[config.mk]
export PLATFORM = sky130hd
export DESIGN_NAME = unsigned_to_radix_digits
export DESIGN_NICKNAME = d
export VERILOG_FILES = /design/src/sv/u2rd_pkg.sv /design/src/sv/u2rd_datapath.sv /design/src/sv/u2rd_ctrl.sv /design/src/sv/unsigned_to_radix_digits.sv
export SDC_FILE = /design/constraint.sdc
export NUM_CORES = 1
export LEC_CHECK = 0
export ABC_AREA = 0
export BUFFER_PORTS_ARGS = -buffer_cell sky130_fd_sc_hd__buf_2
export CAP_MARGIN = 40
export CORE_MARGIN = 8
export CORE_UTILIZATION = 50
export DETAILED_ROUTE_END_ITERATION = 16
export GPL_TIMING_DRIVEN = 0
export PLACE_DENSITY = 0.69
export SYNTH_ARGS = -nofsm -noshare
export SYNTH_HDL_FRONTEND = slang
export SYNTH_HIERARCHICAL = 1
export SYNTH_SLANG_ARGS = --single-unit
[constraint.sdc]
create_clock -name clk_i -period 12.2 [get_ports clk_i]
set_clock_uncertainty 0.05 [all_clocks]
set_input_delay 1.22 -clock clk_i [delete_from_list [all_inputs] [get_ports clk_i]]
set_output_delay 1.22 -clock clk_i [all_outputs]
set_load 0.005 [all_outputs]
[src/sv/u2rd_pkg.sv]
`timescale 1ns / 1ps
`default_nettype none

package u2rd_pkg;

  localparam int unsigned VALUE_BITS_DEF = 32;
  localparam int unsigned MAX_DIGITS_DEF = 32;

  localparam int unsigned VALUE_W = 32;
  localparam int unsigned RADIX_W = 8;
  localparam int unsigned CHAR_W  = 8;
  localparam int unsigned DIGIT_W = 4;
  localparam int unsigned BASE_W  = 5;

  // Quotient bits resolved per divider cycle.
  localparam int unsigned STEP_BITS = 8;

  localparam logic [RADIX_W-1:0] LOWEST_BASE  = 8'd2;
  localparam logic [RADIX_W-1:0] HIGHEST_BASE = 8'd16;
  localparam logic [CHAR_W-1:0]  ASCII_ZERO    = 8'h30;
  localparam logic [CHAR_W-1:0]  ASCII_UPPER_A = 8'h41;
  localparam logic [DIGIT_W-1:0] DECIMAL_LIMIT = 4'd10;

  typedef struct packed {
    logic [VALUE_W-1:0] value;
    logic [RADIX_W-1:0] radix;
  } u2rd_in_t;

  typedef struct packed {
    logic [CHAR_W-1:0] character;
    logic              last;
  } u2rd_out_t;

  typedef struct packed {
    logic load;
    logic step;
    logic store;
    logic fetch;
    logic advance;
  } u2rd_cmd_t;

  typedef struct packed {
    logic special;
    logic pass_done;
    logic quo_zero;
    logic full;
    logic idx_zero;
  } u2rd_sts_t;

  function automatic logic [CHAR_W-1:0] digit_char(input logic [DIGIT_W-1:0] d);
    logic [CHAR_W-1:0] c;
    if (d < DECIMAL_LIMIT) begin
      c = ASCII_ZERO + CHAR_W'(d);
    end else begin
      c = ASCII_UPPER_A + CHAR_W'(d - DECIMAL_LIMIT);
    end
    return c;
  endfunction

endpackage

`default_nettype wire

[src/sv/u2rd_datapath.sv]
`timescale 1ns / 1ps
`default_nettype none

module u2rd_datapath import u2rd_pkg::*; #(
  parameter int unsigned VALUE_BITS = VALUE_BITS_DEF,
  parameter int unsigned MAX_DIGITS = MAX_DIGITS_DEF
) (
  input  wire logic       clk_i,
  input  wire logic       rst_ni,
  input  wire u2rd_in_t   in_i,
  input  wire u2rd_cmd_t  cmd_i,
  output u2rd_sts_t       sts_o,
  output u2rd_out_t       out_o
);

  localparam int unsigned PASSES   = (VALUE_BITS + STEP_BITS - 1) / STEP_BITS;
  localparam int unsigned PAD_BITS = PASSES * STEP_BITS;
  localparam int unsigned PASS_W   = (PASSES > 1) ? $clog2(PASSES) : 1;
  localparam int unsigned ADDR_W   = $clog2(MAX_DIGITS);
  localparam int unsigned CNT_W    = $clog2(MAX_DIGITS + 1);
  localparam logic [PAD_BITS-1:0] VAL_MASK = PAD_BITS'({VALUE_BITS{1'b1}});

  logic [PAD_BITS-1:0] quo_q, quo_d;
  logic [DIGIT_W-1:0]  rem_q, rem_d;
  logic [BASE_W-1:0]   base_q, base_d;
  logic [PASS_W-1:0]   pass_q, pass_d;
  logic [CNT_W-1:0]    dcnt_q, dcnt_d;
  logic [ADDR_W-1:0]   idx_q, idx_d;
  logic [DIGIT_W-1:0]  rd_data_q;
  logic [DIGIT_W-1:0]  mem [MAX_DIGITS];

  logic [PAD_BITS-1:0]  val_masked;
  logic                 special;
  logic [STEP_BITS-1:0] qbits;
  logic [DIGIT_W-1:0]   step_rem;
  logic [ADDR_W-1:0]    rd_addr;
  logic                 rd_en;

  assign val_masked = PAD_BITS'(in_i.value) & VAL_MASK;
  assign special    = (val_masked == '0) ||
                      !(in_i.radix inside {[LOWEST_BASE:HIGHEST_BASE]});

  // Restoring division, one quotient bit per inner step.
  always_comb begin
    logic [STEP_BITS-1:0] top;
    logic [BASE_W-1:0]    r;
    top = quo_q[PAD_BITS-1 -: STEP_BITS];
    r   = {1'b0, rem_q};
    for (int i = STEP_BITS - 1; i >= 0; i--) begin
      r = {r[DIGIT_W-1:0], top[i]};
      if (r >= base_q) begin
        r        = r - base_q;
        qbits[i] = 1'b1;
      end else begin
        qbits[i] = 1'b0;
      end
    end
    step_rem = r[DIGIT_W-1:0];
  end

  always_comb begin
    quo_d  = quo_q;
    rem_d  = rem_q;
    base_d = base_q;
    pass_d = pass_q;
    dcnt_d = dcnt_q;
    idx_d  = idx_q;
    if (cmd_i.load) begin
      quo_d  = special ? '0 : val_masked;
      rem_d  = '0;
      base_d = in_i.radix[BASE_W-1:0];
      pass_d = '0;
      dcnt_d = '0;
    end
    if (cmd_i.step) begin
      quo_d  = (quo_q << STEP_BITS) | PAD_BITS'(qbits);
      rem_d  = step_rem;
      pass_d = pass_q + 1'b1;
    end
    if (cmd_i.store) begin
      rem_d  = '0;
      pass_d = '0;
      dcnt_d = dcnt_q + 1'b1;
    end
    if (cmd_i.fetch) begin
      idx_d = ADDR_W'(dcnt_q - 1'b1);
    end
    if (cmd_i.advance) begin
      idx_d = idx_q - 1'b1;
    end
  end

  assign rd_en   = cmd_i.fetch | cmd_i.advance;
  assign rd_addr = idx_d;

  always_ff @(posedge clk_i or negedge rst_ni) begin
    if (!rst_ni) begin
      pass_q <= '0;
      dcnt_q <= '0;
      idx_q  <= '0;
    end else begin
      pass_q <= pass_d;
      dcnt_q <= dcnt_d;
      idx_q  <= idx_d;
    end
  end

  always_ff @(posedge clk_i) begin
    quo_q  <= quo_d;
    rem_q  <= rem_d;
    base_q <= base_d;
  end

  always_ff @(posedge clk_i) begin
    if (cmd_i.store) begin
      mem[dcnt_q[ADDR_W-1:0]] <= rem_q;
    end
    if (rd_en) begin
      rd_data_q <= mem[rd_addr];
    end
  end

  assign sts_o.special   = special;
  assign sts_o.pass_done = (pass_q == PASS_W'(PASSES - 1));
  assign sts_o.quo_zero  = (quo_q == '0);
  assign sts_o.full      = (dcnt_q == CNT_W'(MAX_DIGITS - 1));
  assign sts_o.idx_zero  = (idx_q == '0);

  assign out_o.character = digit_char(rd_data_q);
  assign out_o.last      = (idx_q == '0);

endmodule

`default_nettype wire

[src/sv/u2rd_ctrl.sv]
`timescale 1ns / 1ps
`default_nettype none

module u2rd_ctrl import u2rd_pkg::*; (
  input  wire logic       clk_i,
  input  wire logic       rst_ni,
  input  wire logic       in_valid_i,
  output logic            in_stall_o,
  output logic            out_valid_o,
  input  wire logic       out_stall_i,
  input  wire u2rd_sts_t  sts_i,
  output u2rd_cmd_t       cmd_o
);

  typedef enum logic [4:0] {
    S_IDLE  = 5'b00001,
    S_DIV   = 5'b00010,
    S_STORE = 5'b00100,
    S_FETCH = 5'b01000,
    S_EMIT  = 5'b10000
  } state_e;

  state_e state_q, state_d;

  always_comb begin
    state_d = state_q;
    cmd_o   = '0;
    case (state_q)
      S_IDLE: begin
        if (in_valid_i) begin
          cmd_o.load = 1'b1;
          state_d    = sts_i.special ? S_STORE : S_DIV;
        end
      end
      S_DIV: begin
        cmd_o.step = 1'b1;
        if (sts_i.pass_done) begin
          state_d = S_STORE;
        end
      end
      S_STORE: begin
        cmd_o.store = 1'b1;
        state_d     = (sts_i.quo_zero || sts_i.full) ? S_FETCH : S_DIV;
      end
      S_FETCH: begin
        cmd_o.fetch = 1'b1;
        state_d     = S_EMIT;
      end
      S_EMIT: begin
        if (!out_stall_i) begin
          if (sts_i.idx_zero) begin
            state_d = S_IDLE;
          end else begin
            cmd_o.advance = 1'b1;
          end
        end
      end
      default: begin
        state_d = S_IDLE;
      end
    endcase
  end

  always_ff @(posedge clk_i or negedge rst_ni) begin
    if (!rst_ni) begin
      state_q <= S_IDLE;
    end else begin
      state_q <= state_d;
    end
  end

  assign in_stall_o  = (state_q != S_IDLE);
  assign out_valid_o = (state_q == S_EMIT);

endmodule

`default_nettype wire

[src/sv/unsigned_to_radix_digits.sv]
// Converts an unsigned number into upper-case ASCII digits in a base from 2 to 16.
// Input channel: in_valid_i, in_stall_o and in_i (value, radix). A transfer takes
// place at a rising edge with valid high and stall low. Only the low VALUE_BITS
// bits of value are used. A zero value or a base outside 2 to 16 gives a lone '0'.
// Output channel: out_valid_o, out_stall_i and out_o (character, last). Digits come
// out most significant first, and last marks the final digit of the number.
// One number is handled at a time; in_stall_o stays high from the input transfer
// until the last digit has been taken.
// Each digit runs through the shared divider, which resolves eight quotient bits a
// cycle, and is then stored. A fetch state then reads the first digit from the
// digit memory, after which one digit leaves per cycle unless the receiver stalls.
// The lone '0' for a zero value or an invalid base skips the divider.
// When the receiver stalls, the current digit holds and the block waits.
// Reset returns the block to idle and drops any number in progress; the digit
// memory needs no clearing, as it is always written before it is read.
`timescale 1ns / 1ps
`default_nettype none

module unsigned_to_radix_digits import u2rd_pkg::*; #(
  parameter int unsigned VALUE_BITS = VALUE_BITS_DEF,
  parameter int unsigned MAX_DIGITS = MAX_DIGITS_DEF
) (
  input  wire logic      clk_i,
  input  wire logic      rst_ni,
  input  wire logic      in_valid_i,
  output logic           in_stall_o,
  input  wire u2rd_in_t  in_i,
  output logic           out_valid_o,
  input  wire logic      out_stall_i,
  output u2rd_out_t      out_o
);

  u2rd_cmd_t cmd;
  u2rd_sts_t sts;

  u2rd_ctrl u_ctrl (
    .clk_i      (clk_i),
    .rst_ni     (rst_ni),
    .in_valid_i (in_valid_i),
    .in_stall_o (in_stall_o),
    .out_valid_o(out_valid_o),
    .out_stall_i(out_stall_i),
    .sts_i      (sts),
    .cmd_o      (cmd)
  );

  u2rd_datapath #(
    .VALUE_BITS(VALUE_BITS),
    .MAX_DIGITS(MAX_DIGITS)
  ) u_datapath (
    .clk_i (clk_i),
    .rst_ni(rst_ni),
    .in_i  (in_i),
    .cmd_i (cmd),
    .sts_o (sts),
    .out_o (out_o)
  );

endmodule

`default_nettype wire
# After elaboration in Yosys (flattened, before gate mapping)
# Memories as Yosys holds them, arrays and structs flattened. A register that Yosys moved wholly into a read port is not among the register bits.
# Cells that the tools add are included.
[totals] rom_bits=0 latchBits=0 output_inout_bits=11 input_bits=44 n_memories=1 ram_bits=128 register_bits=59
[memory_table] memory="u_datapath.mem" words=32 word_bits=4 read_ports=1 rd_ports_with_merged_regs=1 wr=1 line="u2rd_datapath.sv:30" rtl="logic [DIGIT_W-1:0] mem [MAX_DIGITS];"
[classes] mul=0 div_mod_pow=0 n_reduce_logical=11 shift=0 mux=46 n_lt_le_gt_ge=11 n_addsub=15 bitwise_logic=2 n_eq_ne=12
[op_table] cell="2-to-1 mux 32 bit" count=3
[op_table] cell="logical NOT 32 bit" count=2
[op_table] cell="2-to-1 mux 4 bit" count=11
[op_table] cell=">= comparator 5 bit" count=8
[op_table] cell="bitwise OR 32 x 8 -> 32 bit" count=1
[op_table] cell="subtractor 4 bit" count=8
[op_table] cell="2-to-1 mux 5 bit" count=6
[op_table] cell="one-hot mux 5 bit (5 select lines)" count=1
[op_table] cell="2-to-1 mux 1 bit" count=18
[op_table] cell="2-to-1 mux 6 bit" count=2
[op_table] cell="subtractor 5 x 1 -> 5 bit, second input constant" count=2
[op_table] cell="adder 7 x 8 -> 8 bit, first input constant" count=1
[op_table] cell=">= comparator 8 x 2 -> 1 bit, second input constant" count=1
[op_table] cell="<= comparator 8 x 5 -> 1 bit, second input constant" count=1
[op_table] cell="2-to-1 mux 8 bit" count=1
[op_table] cell="adder 6 x 4 -> 7 bit, first input constant" count=1
[op_table] cell="adder 6 x 1 -> 6 bit, second input constant" count=1
[op_table] cell="equality test 6 x 5 -> 1 bit, second input constant" count=1
[op_table] cell="2-to-1 mux 2 bit" count=3
[op_table] cell="inequality test 2 bit, second input constant" count=3
[op_table] cell="equality test 5 x 1 -> 1 bit, second input constant" count=1
[op_table] cell="equality test 5 x 2 -> 1 bit, second input constant" count=1
[op_table] cell="equality test 5 x 3 -> 1 bit, second input constant" count=1
[op_table] cell="equality test 5 x 4 -> 1 bit, second input constant" count=1
[op_table] cell="16 further kinds" count=18

# Longest topological paths before layout
# Gate-level depths: netlist of the first run.
[depth] depth_word=18 ltp_mapped=56 ltp_nobuf=54

# Hierarchy
# Netlist of the first run, hierarchy kept.
[modules_own_cells] module="u2rd_datapath" area_each_um2=9968.3 cells_per_inst=893 n_inst=1 seq_area_each_um2=5480.3
[modules_own_cells] module="u2rd_ctrl" area_each_um2=340.3 cells_per_inst=37 n_inst=1 seq_area_each_um2=126.4

# Worst setup path before layout of the first run
# Ideal clock, no wire load.
[synth_path] path_kind="flip-flop to flip-flop" from="reg u_datapath.base_q[1]" to="reg u_datapath.rem_q[2]" path_stages_with_launch=52 t_arrival_ps=10582 setup_slack_ps=1446 required_ps=12028 cell_sequence="edfxtp_1 -> inv_1 -> ha_1 -> a21o_1 -> a21o_1 -> a21o_1 -> a21o_1 -> mux2i_1 -> inv_1 -> ha_1 -> a21oi_1 -> o21ai_2 -> mux2_2 -> inv_1 -> ha_1 -> a21o_1 -> a21oi_1 -> o21ai_1 -> (+16 left out) -> clkbuf_1 -> o21ai_1 -> inv_1 -> ha_1 -> a21o_1 -> a21oi_1 -> o21ai_1 -> o21ai_0 -> inv_1 -> ha_1 -> a21o_1 -> a21o_1 -> a21o_1 -> a21o_1 -> clkbuf_1 -> mux2i_1 -> nor2_1 -> a221o_1"
[synth_via] elab_chain_len=17 word_cells_on_any_way=25 classes_between="8 x add/sub; 8 x order compare; 9 x mux"
[synth_lines] item="start, declared" line="u2rd_datapath.sv:25" rtl="logic [BASE_W-1:0] base_q, base_d;"
[synth_lines] item="start signal, assigned" line="u2rd_datapath.sv:111" rtl="base_q <= base_d;"
[synth_lines] item="subtractor 4 bit / >= comparator 5 bit (equally long branches)" line="u2rd_datapath.sv:52, u2rd_datapath.sv:51"
[synth_lines] item="2-to-1 mux 4 bit" line="u2rd_datapath.sv:51" rtl="if (r >= base_q) begin"
[synth_lines] item="subtractor 4 bit / >= comparator 5 bit (equally long branches)" line="u2rd_datapath.sv:52, u2rd_datapath.sv:51"
[synth_lines] item="2-to-1 mux 4 bit" line="u2rd_datapath.sv:51"
[synth_lines] item="subtractor 4 bit / >= comparator 5 bit (equally long branches)" line="u2rd_datapath.sv:52, u2rd_datapath.sv:51"
[synth_lines] item="2-to-1 mux 4 bit" line="u2rd_datapath.sv:51"
[synth_lines] item=">= comparator 5 bit / subtractor 4 bit (equally long branches)" line="u2rd_datapath.sv:51, u2rd_datapath.sv:52"
[synth_lines] item="2-to-1 mux 4 bit" line="u2rd_datapath.sv:51"
[synth_lines] item="subtractor 4 bit / >= comparator 5 bit (equally long branches)" line="u2rd_datapath.sv:52, u2rd_datapath.sv:51"
[synth_lines] item="2-to-1 mux 4 bit" line="u2rd_datapath.sv:51"
[synth_lines] item="subtractor 4 bit / >= comparator 5 bit (equally long branches)" line="u2rd_datapath.sv:52, u2rd_datapath.sv:51"
[synth_lines] item="2-to-1 mux 4 bit" line="u2rd_datapath.sv:51"
[synth_lines] item=">= comparator 5 bit / subtractor 4 bit (equally long branches)" line="u2rd_datapath.sv:51, u2rd_datapath.sv:52"
[synth_lines] item="2-to-1 mux 4 bit" line="u2rd_datapath.sv:51"
[synth_lines] item="subtractor 4 bit / >= comparator 5 bit (equally long branches)" line="u2rd_datapath.sv:52, u2rd_datapath.sv:51"
[synth_lines] item="2-to-1 mux 4 bit (*)" line="u2rd_datapath.sv:51"
[synth_lines] item="2-to-1 mux 4 bit (*)" line="u2rd_datapath.sv:75" rtl="if (cmd_i.step) begin"
[synth_lines] item="end signal, assigned" line="u2rd_datapath.sv:110" rtl="rem_q <= rem_d;"
[synth_lines] item="end, declared" line="u2rd_datapath.sv:24" rtl="logic [DIGIT_W-1:0] rem_q, rem_d;"
# Every way passes the cells marked *; elsewhere a longest branch is shown, timed or not.
# A chain may end at the register's enable or synchronous reset.

# Worst setup path after layout of the first run
[layout_path] from="reg u_datapath.base_q[0]" to="reg u_datapath.rem_q[2]"
[layout_via] elab_chain_len=17 word_cells_on_any_way=25 classes_between="8 x add/sub; 8 x order compare; 9 x mux"
[layout_lines] item="subtractor 4 bit / >= comparator 5 bit (equally long branches)" line="u2rd_datapath.sv:52, u2rd_datapath.sv:51"
[layout_lines] item="2-to-1 mux 4 bit" line="u2rd_datapath.sv:51"
[layout_lines] item="subtractor 4 bit / >= comparator 5 bit (equally long branches)" line="u2rd_datapath.sv:52, u2rd_datapath.sv:51"
[layout_lines] item="2-to-1 mux 4 bit" line="u2rd_datapath.sv:51"
[layout_lines] item="subtractor 4 bit / >= comparator 5 bit (equally long branches)" line="u2rd_datapath.sv:52, u2rd_datapath.sv:51"
[layout_lines] item="2-to-1 mux 4 bit" line="u2rd_datapath.sv:51"
[layout_lines] item="subtractor 4 bit / >= comparator 5 bit (equally long branches)" line="u2rd_datapath.sv:52, u2rd_datapath.sv:51"
[layout_lines] item="2-to-1 mux 4 bit" line="u2rd_datapath.sv:51"
[layout_lines] item=">= comparator 5 bit / subtractor 4 bit (equally long branches)" line="u2rd_datapath.sv:51, u2rd_datapath.sv:52"
[layout_lines] item="2-to-1 mux 4 bit" line="u2rd_datapath.sv:51"
[layout_lines] item="subtractor 4 bit / >= comparator 5 bit (equally long branches)" line="u2rd_datapath.sv:52, u2rd_datapath.sv:51"
[layout_lines] item="2-to-1 mux 4 bit" line="u2rd_datapath.sv:51"
[layout_lines] item=">= comparator 5 bit / subtractor 4 bit (equally long branches)" line="u2rd_datapath.sv:51, u2rd_datapath.sv:52"
[layout_lines] item="2-to-1 mux 4 bit" line="u2rd_datapath.sv:51"
[layout_lines] item="subtractor 4 bit / >= comparator 5 bit (equally long branches)" line="u2rd_datapath.sv:52, u2rd_datapath.sv:51"
[layout_lines] item="2-to-1 mux 4 bit (*)" line="u2rd_datapath.sv:51"
[layout_lines] item="2-to-1 mux 4 bit (*)" line="u2rd_datapath.sv:75"
# Marks and branches as above.

==> impl_metrics.env, run 1 <==
export IMPL_startpoint_type="flop"
export IMPL_grt_pass1_wl_um=36500
export IMPL_timing_final_crit_share_pct=92.5
export IMPL_r2r_end="u_datapath/rem_q[2]"
export IMPL_synth_top_area_share_pct=49.2
export IMPL_routedWlPerCell_um=18.0
export IMPL_grt_usage_pct=18.0
export IMPL_relSlewSlack_pct=43.7
export IMPL_mostFrequentLayoutCells="edfxtp_1, nand2_1, buf_2"
export IMPL_maxCapViolCount=0
export IMPL_ff2ff_setup_slack_ns=0.92
export IMPL_yosysSeqAreaShare_pct=54.4
export IMPL_row_count=52
export IMPL_gr_total_overflow=0
export IMPL_port_buffers=53
export IMPL_drive_above_1_share_pct=16.0
export IMPL_cts_tree="done"
export IMPL_worst_slack_ns=0.919
export IMPL_ant_nets=0
export IMPL_dpl_worst_slack_ns=-0.263
export IMPL_whs_path_depth=1
export IMPL_fin_setup_tns_ns=0
export IMPL_synth_area_um2=10300
export IMPL_cp_common_cell="a21o_1"
export IMPL_root_buffer="clkbuf_16"
export IMPL_vias_per_cell=5.59
export IMPL_hold_viol=0
export IMPL_initial_core_util_pct=50.9
export IMPL_fin_util_pct=57.4
export IMPL_final_cells=1293
export IMPL_cp_slowest_cell="edfxtp_1"
export IMPL_post_place_cells=1258
export IMPL_clock_sinks=191
export IMPL_crit_buf_inv=7
export IMPL_syn_inst=930
export IMPL_ys_flop_type="edfxtp_1"
export IMPL_wl_um=23300
export IMPL_max_stage_delay_ns=0.56
export IMPL_clk_path_buf_depth=2
export IMPL_area_delta_synth_final_pct=12.8
export IMPL_min_to="u_datapath/dcnt_q[5]"
export IMPL_final_max_slew_viol_count=0
export IMPL_grt_max_degree=34
export IMPL_async_reset_ff_share_pct=9.42
export IMPL_drt_first_pass_iters=7
export IMPL_synth_edf_count=169
export IMPL_syn_num_nets=1034
export IMPL_vias=7226
export IMPL_layout_commonest_cell="edfxtp_1"
export IMPL_fp_coreArea_um2=20200
export IMPL_syn_avg_cell_area_um2=11.1
export IMPL_end_kind="flop"
export IMPL_cp_arrival_ns=11.54
export IMPL_drc=0
export IMPL_regToRegStartpoint="u_datapath/base_q[0]"
export IMPL_clk_latency_ns=0.43
export IMPL_critPathTopFamily="compound AO/OA/AOI/OAI gates"
export IMPL_grt_pass1_vias=7183
export IMPL_yosys_register_bits=191
export IMPL_netlist_cell_type_count=71
export IMPL_numCtsBuffers=17
export IMPL_setup_violations=0
export IMPL_htree_num_levels=4
export IMPL_reg2reg_depth=53
export IMPL_finalNetCount=1114
export IMPL_synth_area_leaders="edfxtp_1, ha_1, nand2_1, dfrtp_1, mux2i_1"
export IMPL_yosys_warnings=6
export IMPL_die_h_um=160
export IMPL_path_clk_slew_ns=0.07
export IMPL_yosys_area_top_type="edfxtp_1"
export IMPL_gp_congestion=0.868
export IMPL_antenna_cells=0
export IMPL_path_class="flop to flop"
export IMPL_path_max_fanout=8
export IMPL_hp_start="u_datapath/dcnt_q[5]"
export IMPL_hold_buffers=0
export IMPL_n_fill_cell=1680
export IMPL_die_area_um2=25500
export IMPL_cp_required_ns=12.46
export IMPL_dieWidth_um=160
export IMPL_max_freq_mhz=88.6
export IMPL_status="finished, final reports clean"
export IMPL_hold_class="flop to flop"
export IMPL_worst_pin_slew_ns=0.844
export IMPL_fin_crit_ns=11.28
export IMPL_grt_antenna_before_repair=0
export IMPL_io_pins=55
export IMPL_drtIter0Drc=541
export IMPL_dp_hpwl_um=17200
-- area by class of cell --
cell class              instances  area [µm²]  share of cell area (%)
flip-flops and latches        191        5610                    48.2
multi-input cells             652        4320                    37.2
clock buffers                  17         425                    3.66
repair buffers                 61         380                    3.27
well taps                     270         338                    2.91
plain buffers                  44         236                    2.03
inverters                      43         165                    1.42
clock inverters                15         148                    1.27
-- how the worst max path moves through the flow --
| stage | startpoint | to | cells after the start |
|---|---|---|---|
| floorplan | u_datapath/base_q[1] | u_datapath/rem_q[2] | 51 |
| global placement | u_datapath/rem_q[0] | u_datapath/rem_q[2] | 52 |
| detailed placement | u_datapath/base_q[1] | u_datapath/rem_q[2] | 53 |
| CTS | u_datapath/rem_q[0] | u_datapath/rem_q[2] | 52 |
| global route | u_datapath/base_q[0] | u_datapath/rem_q[2] | 53 |
| finish | u_datapath/base_q[0] | u_datapath/rem_q[2] | 53 |
-- cell usage after synthesis (5+ instances only) --
| cell | instances |
|---|---|
| a31oi_1 | 28 |
| inv_1 | 41 |
| mux2i_1 | 32 |
| o21ai_0 | 50 |
| o21a_1 | 5 |
| nand4_1 | 6 |
| a21oi_1 | 41 |
| fa_1 | 8 |
| ha_1 | 52 |
| xor2_1 | 5 |
| nand2_1 | 150 |
| xnor2_1 | 23 |
| mux2_2 | 16 |
| nand2b_1 | 15 |
| dfrtp_1 | 17 |
| nor2b_1 | 6 |
| clkbuf_1 | 20 |
| and3_1 | 16 |
| or2_2 | 5 |
| nand3b_1 | 5 |
| nand3_1 | 29 |
| nor2_1 | 54 |
| nor3_1 | 9 |
| buf_4 | 10 |
| a21o_1 | 21 |
| nor4_1 | 16 |
| o21ai_1 | 10 |
| buf_2 | 8 |
| edfxtp_1 | 169 |
-- cell families after synthesis --
group,synth area share (%)
simple gates,15.0
flops,54.4
compound gates,11.7
buf+inv,3.86
fa+ha+maj,7.86
mux,4.85
xor+xnor,2.38
other cells,0.0364
-- metrics by stage --
stage | area [µm²] | hold WS [ns]
3_5_place_dp | 11000 | 0.434
4_1_cts | 11600 | 0.439
5_1_grt | 11600 | 0.476
6_report | 11600 | 0.438
3_3_place_gp | 10900 | 0.437
2_1_floorplan | 10300 | 0.405
-- what timing repair did --
action	4_1_cts	5_1_grt
resized for setup	0	8
endpoints found under the setup margin	5	5
pin swaps	0	1
setup buffers	1	2
-- routing by layer --
metal,part of all wire [%],vias up,track usage [%]
met1,45,3447,22.4
met4,3.0,0,7.68
met2,48,187,30.4
met3,4.4,40,3.10
met5,0,-,0
li1,-,3552,-
-- sequential cells by signal, summed over array words and instances (netlist names) --
name / flops
u_ctrl/state_q: 5
u_datapath/base_q: 5
u_datapath/dcnt_q: 6
u_datapath/idx_q: 5
u_datapath/mem: 128
u_datapath/pass_q: 2
u_datapath/quo_q: 32
u_datapath/rd_data_q: 4
u_datapath/rem_q: 4
Power of run 1 is left out: the tool's default activity adds up to more than one toggle a clock period on the data nets, which glitch-free logic cannot reach.
==> run 2: changes to the inputs <==
- GPL_ROUTABILITY_DRIVEN: not set -> 0
- GPL_TIMING_DRIVEN: 0 -> not set
==> run 2 against run 1 <==
Design area fell by 1.7%. Worst setup slack gained 0.14 ns. Critical endpoint unchanged. Critical path type unchanged. Largest cell class unchanged. Via count decreased by 2.4%.
==> impl_metrics.env, run 2 (same netlist as run 1, synthesis figures left out) <==
export IMPL_drt_first_pass_iters=5
export IMPL_met1_usage_pct=21.1
export IMPL_clock_sinks=191
export IMPL_largest_reg_flops=128
export IMPL_layout_commonest_cell="edfxtp_1"
export IMPL_dieWidth_um=160
export IMPL_die_area_um2=25500
export IMPL_gr_total_overflow=0
export IMPL_busiest_layer="met2"
export IMPL_path_class="flop to flop"
export IMPL_grt_usage_pct=17.4
export IMPL_port_buffers=53
export IMPL_grt_use_met3_pct=3.88
export IMPL_relSlewSlack_pct=48.4
export IMPL_row_count=52
export IMPL_hold_class="flop to flop"
export IMPL_dp_hpwl_um=15200
export IMPL_area_delta_synth_final_pct=10.9
export IMPL_drive_above_1_share_pct=14.7
export IMPL_vias_per_cell=5.60
export IMPL_grt_pass1_vias=7203
export IMPL_hold_buffers=0
export IMPL_fin_setup_tns_ns=0
export IMPL_drc=0
export IMPL_timing_final_crit_share_pct=91.3
export IMPL_vias=7050
export IMPL_path_max_fanout=8
export IMPL_cp_required_ns=12.46
export IMPL_drtIter0Drc=565
export IMPL_root_buffer="clkbuf_16"
export IMPL_antenna_cells=0
export IMPL_worst_slack_ns=1.06
export IMPL_wl_um=21800
export IMPL_cp_common_cell="a21o_1"
export IMPL_maxCapViolCount=0
export IMPL_grt_antenna_before_repair=0
export IMPL_io_pins=55
export IMPL_max_stage_delay_ns=0.54
export IMPL_die_h_um=160
export IMPL_status="finished, final reports clean"
export IMPL_grt_max_degree=67
export IMPL_clk_path_buf_depth=2
export IMPL_fin_crit_ns=11.14
export IMPL_setup_violations=0
export IMPL_finalNetCount=1080
export IMPL_cts_tree="done"
export IMPL_gr_usage_met2_pct=29.9
export IMPL_startpoint_type="flop"
export IMPL_cp_arrival_ns=11.41
export IMPL_htree_num_levels=4
export IMPL_ant_nets=0
export IMPL_clk_latency_ns=0.43
export IMPL_hold_viol=0
export IMPL_end_kind="flop"
export IMPL_grt_pass1_wl_um=35600
export IMPL_worst_pin_slew_ns=0.763
export IMPL_fp_coreArea_um2=20200
export IMPL_max_freq_mhz=89.7
export IMPL_mostFrequentLayoutCells="edfxtp_1, nand2_1, nor2_1"
export IMPL_cp_slowest_cell="edfxtp_1"
export IMPL_dpl_worst_slack_ns=0.682
export IMPL_final_max_slew_viol_count=0
export IMPL_routedWlPerCell_um=17.3
export IMPL_rsz0062_at_grt="no"
export IMPL_initial_core_util_pct=50.9
export IMPL_numCtsBuffers=17
export IMPL_path_clk_slew_ns=0.07
-- run 2: changes by cell type in the layout (fill, tap and decap cells not counted), sizes merged --
cell	before	now
buf	84	71
clkbuf	38	22
clkinv	6	2
clkinvlp	1	0
-- run 2: timing repair --
action                                  CTS  global route
buffers inserted                          0             6
resized for setup                         0             3
endpoints found under the setup margin    0             5
-- run 2: area by class of cell --
class / count / area [µm²]
tap: 270 / 338
sequential: 191 / 5610
fill: 1651 / 8800
clock buffer: 22 / 454
multi-input combinational: 652 / 4320
clock inverter: 10 / 121
timing repair buffer: 71 / 433
inverter: 43 / 161
-- run 2: through the flow --
| stage | utilization (%) | area [µm²] | hold slack [ns] | cells |
|---|---|---|---|---|
| floorplan | - | 10300 | 0.405 | 930 |
| global placement | 53.1 | 10700 | 0.428 | 1218 |
| detailed placement | 53.4 | 10800 | 0.438 | 1221 |
| CTS | 56.2 | 11400 | 0.446 | 1253 |
| global route | 56.5 | 11400 | 0.459 | 1259 |
| finish | 56.5 | 11400 | 0.443 | 1259 |
-- run 2: path summary, 6_finish.rpt --
| path | end | from | cells after the start | slack [ns] |
|---|---|---|---|---|
| min reg2reg | u_datapath/pass_q[0] | u_datapath/pass_q[0] | 1 | 0.44 |
| max | u_datapath/rem_q[2] | u_datapath/base_q[0] | 52 | 1.06 |
| max in group asynchronous | u_ctrl/state_q[0] | rst_ni | 1 | 11.09 |
| min | u_datapath/pass_q[0] | u_datapath/pass_q[0] | 1 | 0.44 |
| max reg2reg | u_datapath/rem_q[2] | u_datapath/base_q[0] | 52 | 1.06 |
| min in group asynchronous | u_datapath/idx_q[2] | rst_ni | 1 | 0.68 |
-- run 2: per-layer routing --
metal,wire (µm),share of wire [%]
met1,9540,44
met3,957,4.4
met5,0,0
met4,467,2.1
met2,10800,50
-- run 2: worst max-delay path, delay by kind of cell (launching register included) --
kind / cells / cell delay (ns)
buffers and inverters: 5 / 0.35
AO/OA/AOI/OAI: 28 / 5.23
adder cells (fa/ha/maj): 8 / 2.29
AND/OR/NAND/NOR: 5 / 0.79
multiplexers: 6 / 1.78
flip-flops: 1 / 0.54
Power of run 2 is left out for the same reason.
==> run 3: changes to the inputs <==
- PLACE_DENSITY: 0.69 -> 0.78
==> run 3 against run 2 <==
Global-route usage is 0.43 points lower. Sequential cell count stayed put. Die area stayed put. Critical path depth is 1 lower. First-iteration DRC count is 0.88% higher. Sequential share of layout area is 0.059 points higher. Worst setup slack worse by 0.20 ns. Non-clock buffer count is 4 lower. Critical path type unchanged.
==> impl_metrics.env, run 3 (same netlist as run 1, synthesis figures left out) <==
export IMPL_status="finished, final reports clean"
export IMPL_final_cells=1254
export IMPL_path_max_fanout=9
export IMPL_timing_final_crit_share_pct=93.0
export IMPL_root_buffer="clkbuf_16"
export IMPL_wl_um=21700
export IMPL_grt_pass1_wl_um=35200
export IMPL_hold_class="flop to flop"
export IMPL_fin_crit_ns=11.34
export IMPL_layout_commonest_cell="edfxtp_1"
export IMPL_gr_total_overflow=0
export IMPL_clk_latency_ns=0.43
export IMPL_fp_coreArea_um2=20200
export IMPL_post_place_cells=1219
export IMPL_cts_tree="done"
export IMPL_min_to="u_datapath/dcnt_q[5]"
export IMPL_antenna_cells=0
export IMPL_cp_required_ns=12.46
export IMPL_r2r_end="u_datapath/rem_q[2]"
export IMPL_path_class="flop to flop"
export IMPL_port_buffers=53
export IMPL_path_clk_slew_ns=0.07
export IMPL_multi_input_area_um2=4320
export IMPL_whs_path_depth=1
export IMPL_mostFrequentLayoutCells="edfxtp_1, nand2_1, nor2_1"
export IMPL_n_fill_cell=1617
export IMPL_placed_area_um2=10800
export IMPL_dp_hpwl_um=14800
export IMPL_regArea_um2=5610
export IMPL_die_area_um2=25500
export IMPL_fin_setup_tns_ns=0
export IMPL_grt_pass1_vias=7039
export IMPL_dieWidth_um=160
export IMPL_fin_area_um2=11400
export IMPL_max_stage_delay_ns=0.54
export IMPL_drtIter0Drc=570
export IMPL_clk_path_buf_depth=2
export IMPL_ff2ff_setup_slack_ns=0.86
export IMPL_final_max_slew_viol_count=0
export IMPL_drive_above_1_share_pct=14.7
export IMPL_worst_pin_slew_ns=0.884
export IMPL_routedWlPerCell_um=17.3
export IMPL_drt_first_pass_iters=5
export IMPL_reg2reg_depth=51
export IMPL_vias_per_cell=5.64
export IMPL_end_kind="flop"
export IMPL_ant_nets=0
export IMPL_finalNetCount=1076
export IMPL_dpl_worst_slack_ns=0.405
export IMPL_grt_antenna_before_repair=0
export IMPL_relSlewSlack_pct=41.1
export IMPL_maxCapViolCount=0
export IMPL_grt_usage_pct=17.0
export IMPL_hold_viol=0
export IMPL_worst_slack_ns=0.858
export IMPL_drc=0
export IMPL_area_delta_synth_final_pct=10.7
export IMPL_initial_core_util_pct=50.9
export IMPL_htree_num_levels=4
export IMPL_setup_violations=0
export IMPL_numCtsBuffers=17
export IMPL_hp_start="u_datapath/dcnt_q[5]"
export IMPL_hold_buffers=0
export IMPL_cp_common_cell="a21o_1"
export IMPL_rsz0062_at_grt="no"
export IMPL_vias=7074
export IMPL_grt_max_degree=68
export IMPL_die_h_um=160
export IMPL_startpoint_type="flop"
export IMPL_cp_arrival_ns=11.61
export IMPL_largest_reg_flops=128
export IMPL_regToRegStartpoint="u_datapath/base_q[1]"
export IMPL_io_pins=55
export IMPL_clock_sinks=191
export IMPL_cp_slowest_cell="edfxtp_1"
export IMPL_max_freq_mhz=88.2
export IMPL_row_count=52
[run 3: repair_timing]
item                                   CTS  global route
endpoints found under the hold margin    0             0
resized for setup                        0             5
setup buffers                            0             4
setup endpoints to repair                0             5
[run 3: worst max-delay path by stage]
stage                     slack [ns]                 start  depth (start not counted)                   to
after floorplan                 1.45  u_datapath/base_q[1]                         51  u_datapath/rem_q[2]
after CTS                       0.34  u_datapath/base_q[1]                         51  u_datapath/rem_q[2]
after detailed placement        0.41  u_datapath/base_q[1]                         51  u_datapath/rem_q[2]
final                           0.86  u_datapath/base_q[1]                         51  u_datapath/rem_q[2]
after global placement          0.85  u_datapath/base_q[1]                         51  u_datapath/rem_q[2]
after global routing            0.01  u_datapath/base_q[1]                         51  u_datapath/rem_q[2]
[run 3: cell type report]
class	count	share of cell area (%)
Clock buffer	18	3.76
Clock inverter	13	1.53
Inverter	43	1.45
Multi-Input combinational cell	652	37.8
Sequential cell	191	49.1
Tap cell	270	2.96
Timing Repair Buffer	67	3.35
[run 3: stage by stage]
stage / hold WS (ns) / utilization, %
after detailed placement: 0.436 / 53.2
after global placement: 0.432 / 53.1
after floorplan: 0.405 / -
after global routing: 0.472 / 56.4
after CTS: 0.450 / 56.2
final: 0.445 / 56.4
[run 3: worst max-delay path, delay by kind of cell (launching register included)]
family / cells / cell delay [ns]
AOI/OAI and AO/OA: 28 / 5.33
adders and majority gates: 8 / 2.42
muxes: 5 / 1.48
buffers and inverters: 7 / 0.81
and+or+nand+nor: 3 / 0.56
DFF: 1 / 0.54
[run 3: layer usage]
| metal | track usage, % | up-vias | share of wire (%) |
|---|---|---|---|
| met5 | 0 | - | 0 |
| li1 | - | 3471 | - |
| met2 | 27.7 | 224 | 48 |
| met1 | 22.0 | 3344 | 45 |
| met3 | 3.52 | 35 | 4.9 |
| met4 | 5.96 | 0 | 2.2 |
Power of run 3 is left out for the same reason.
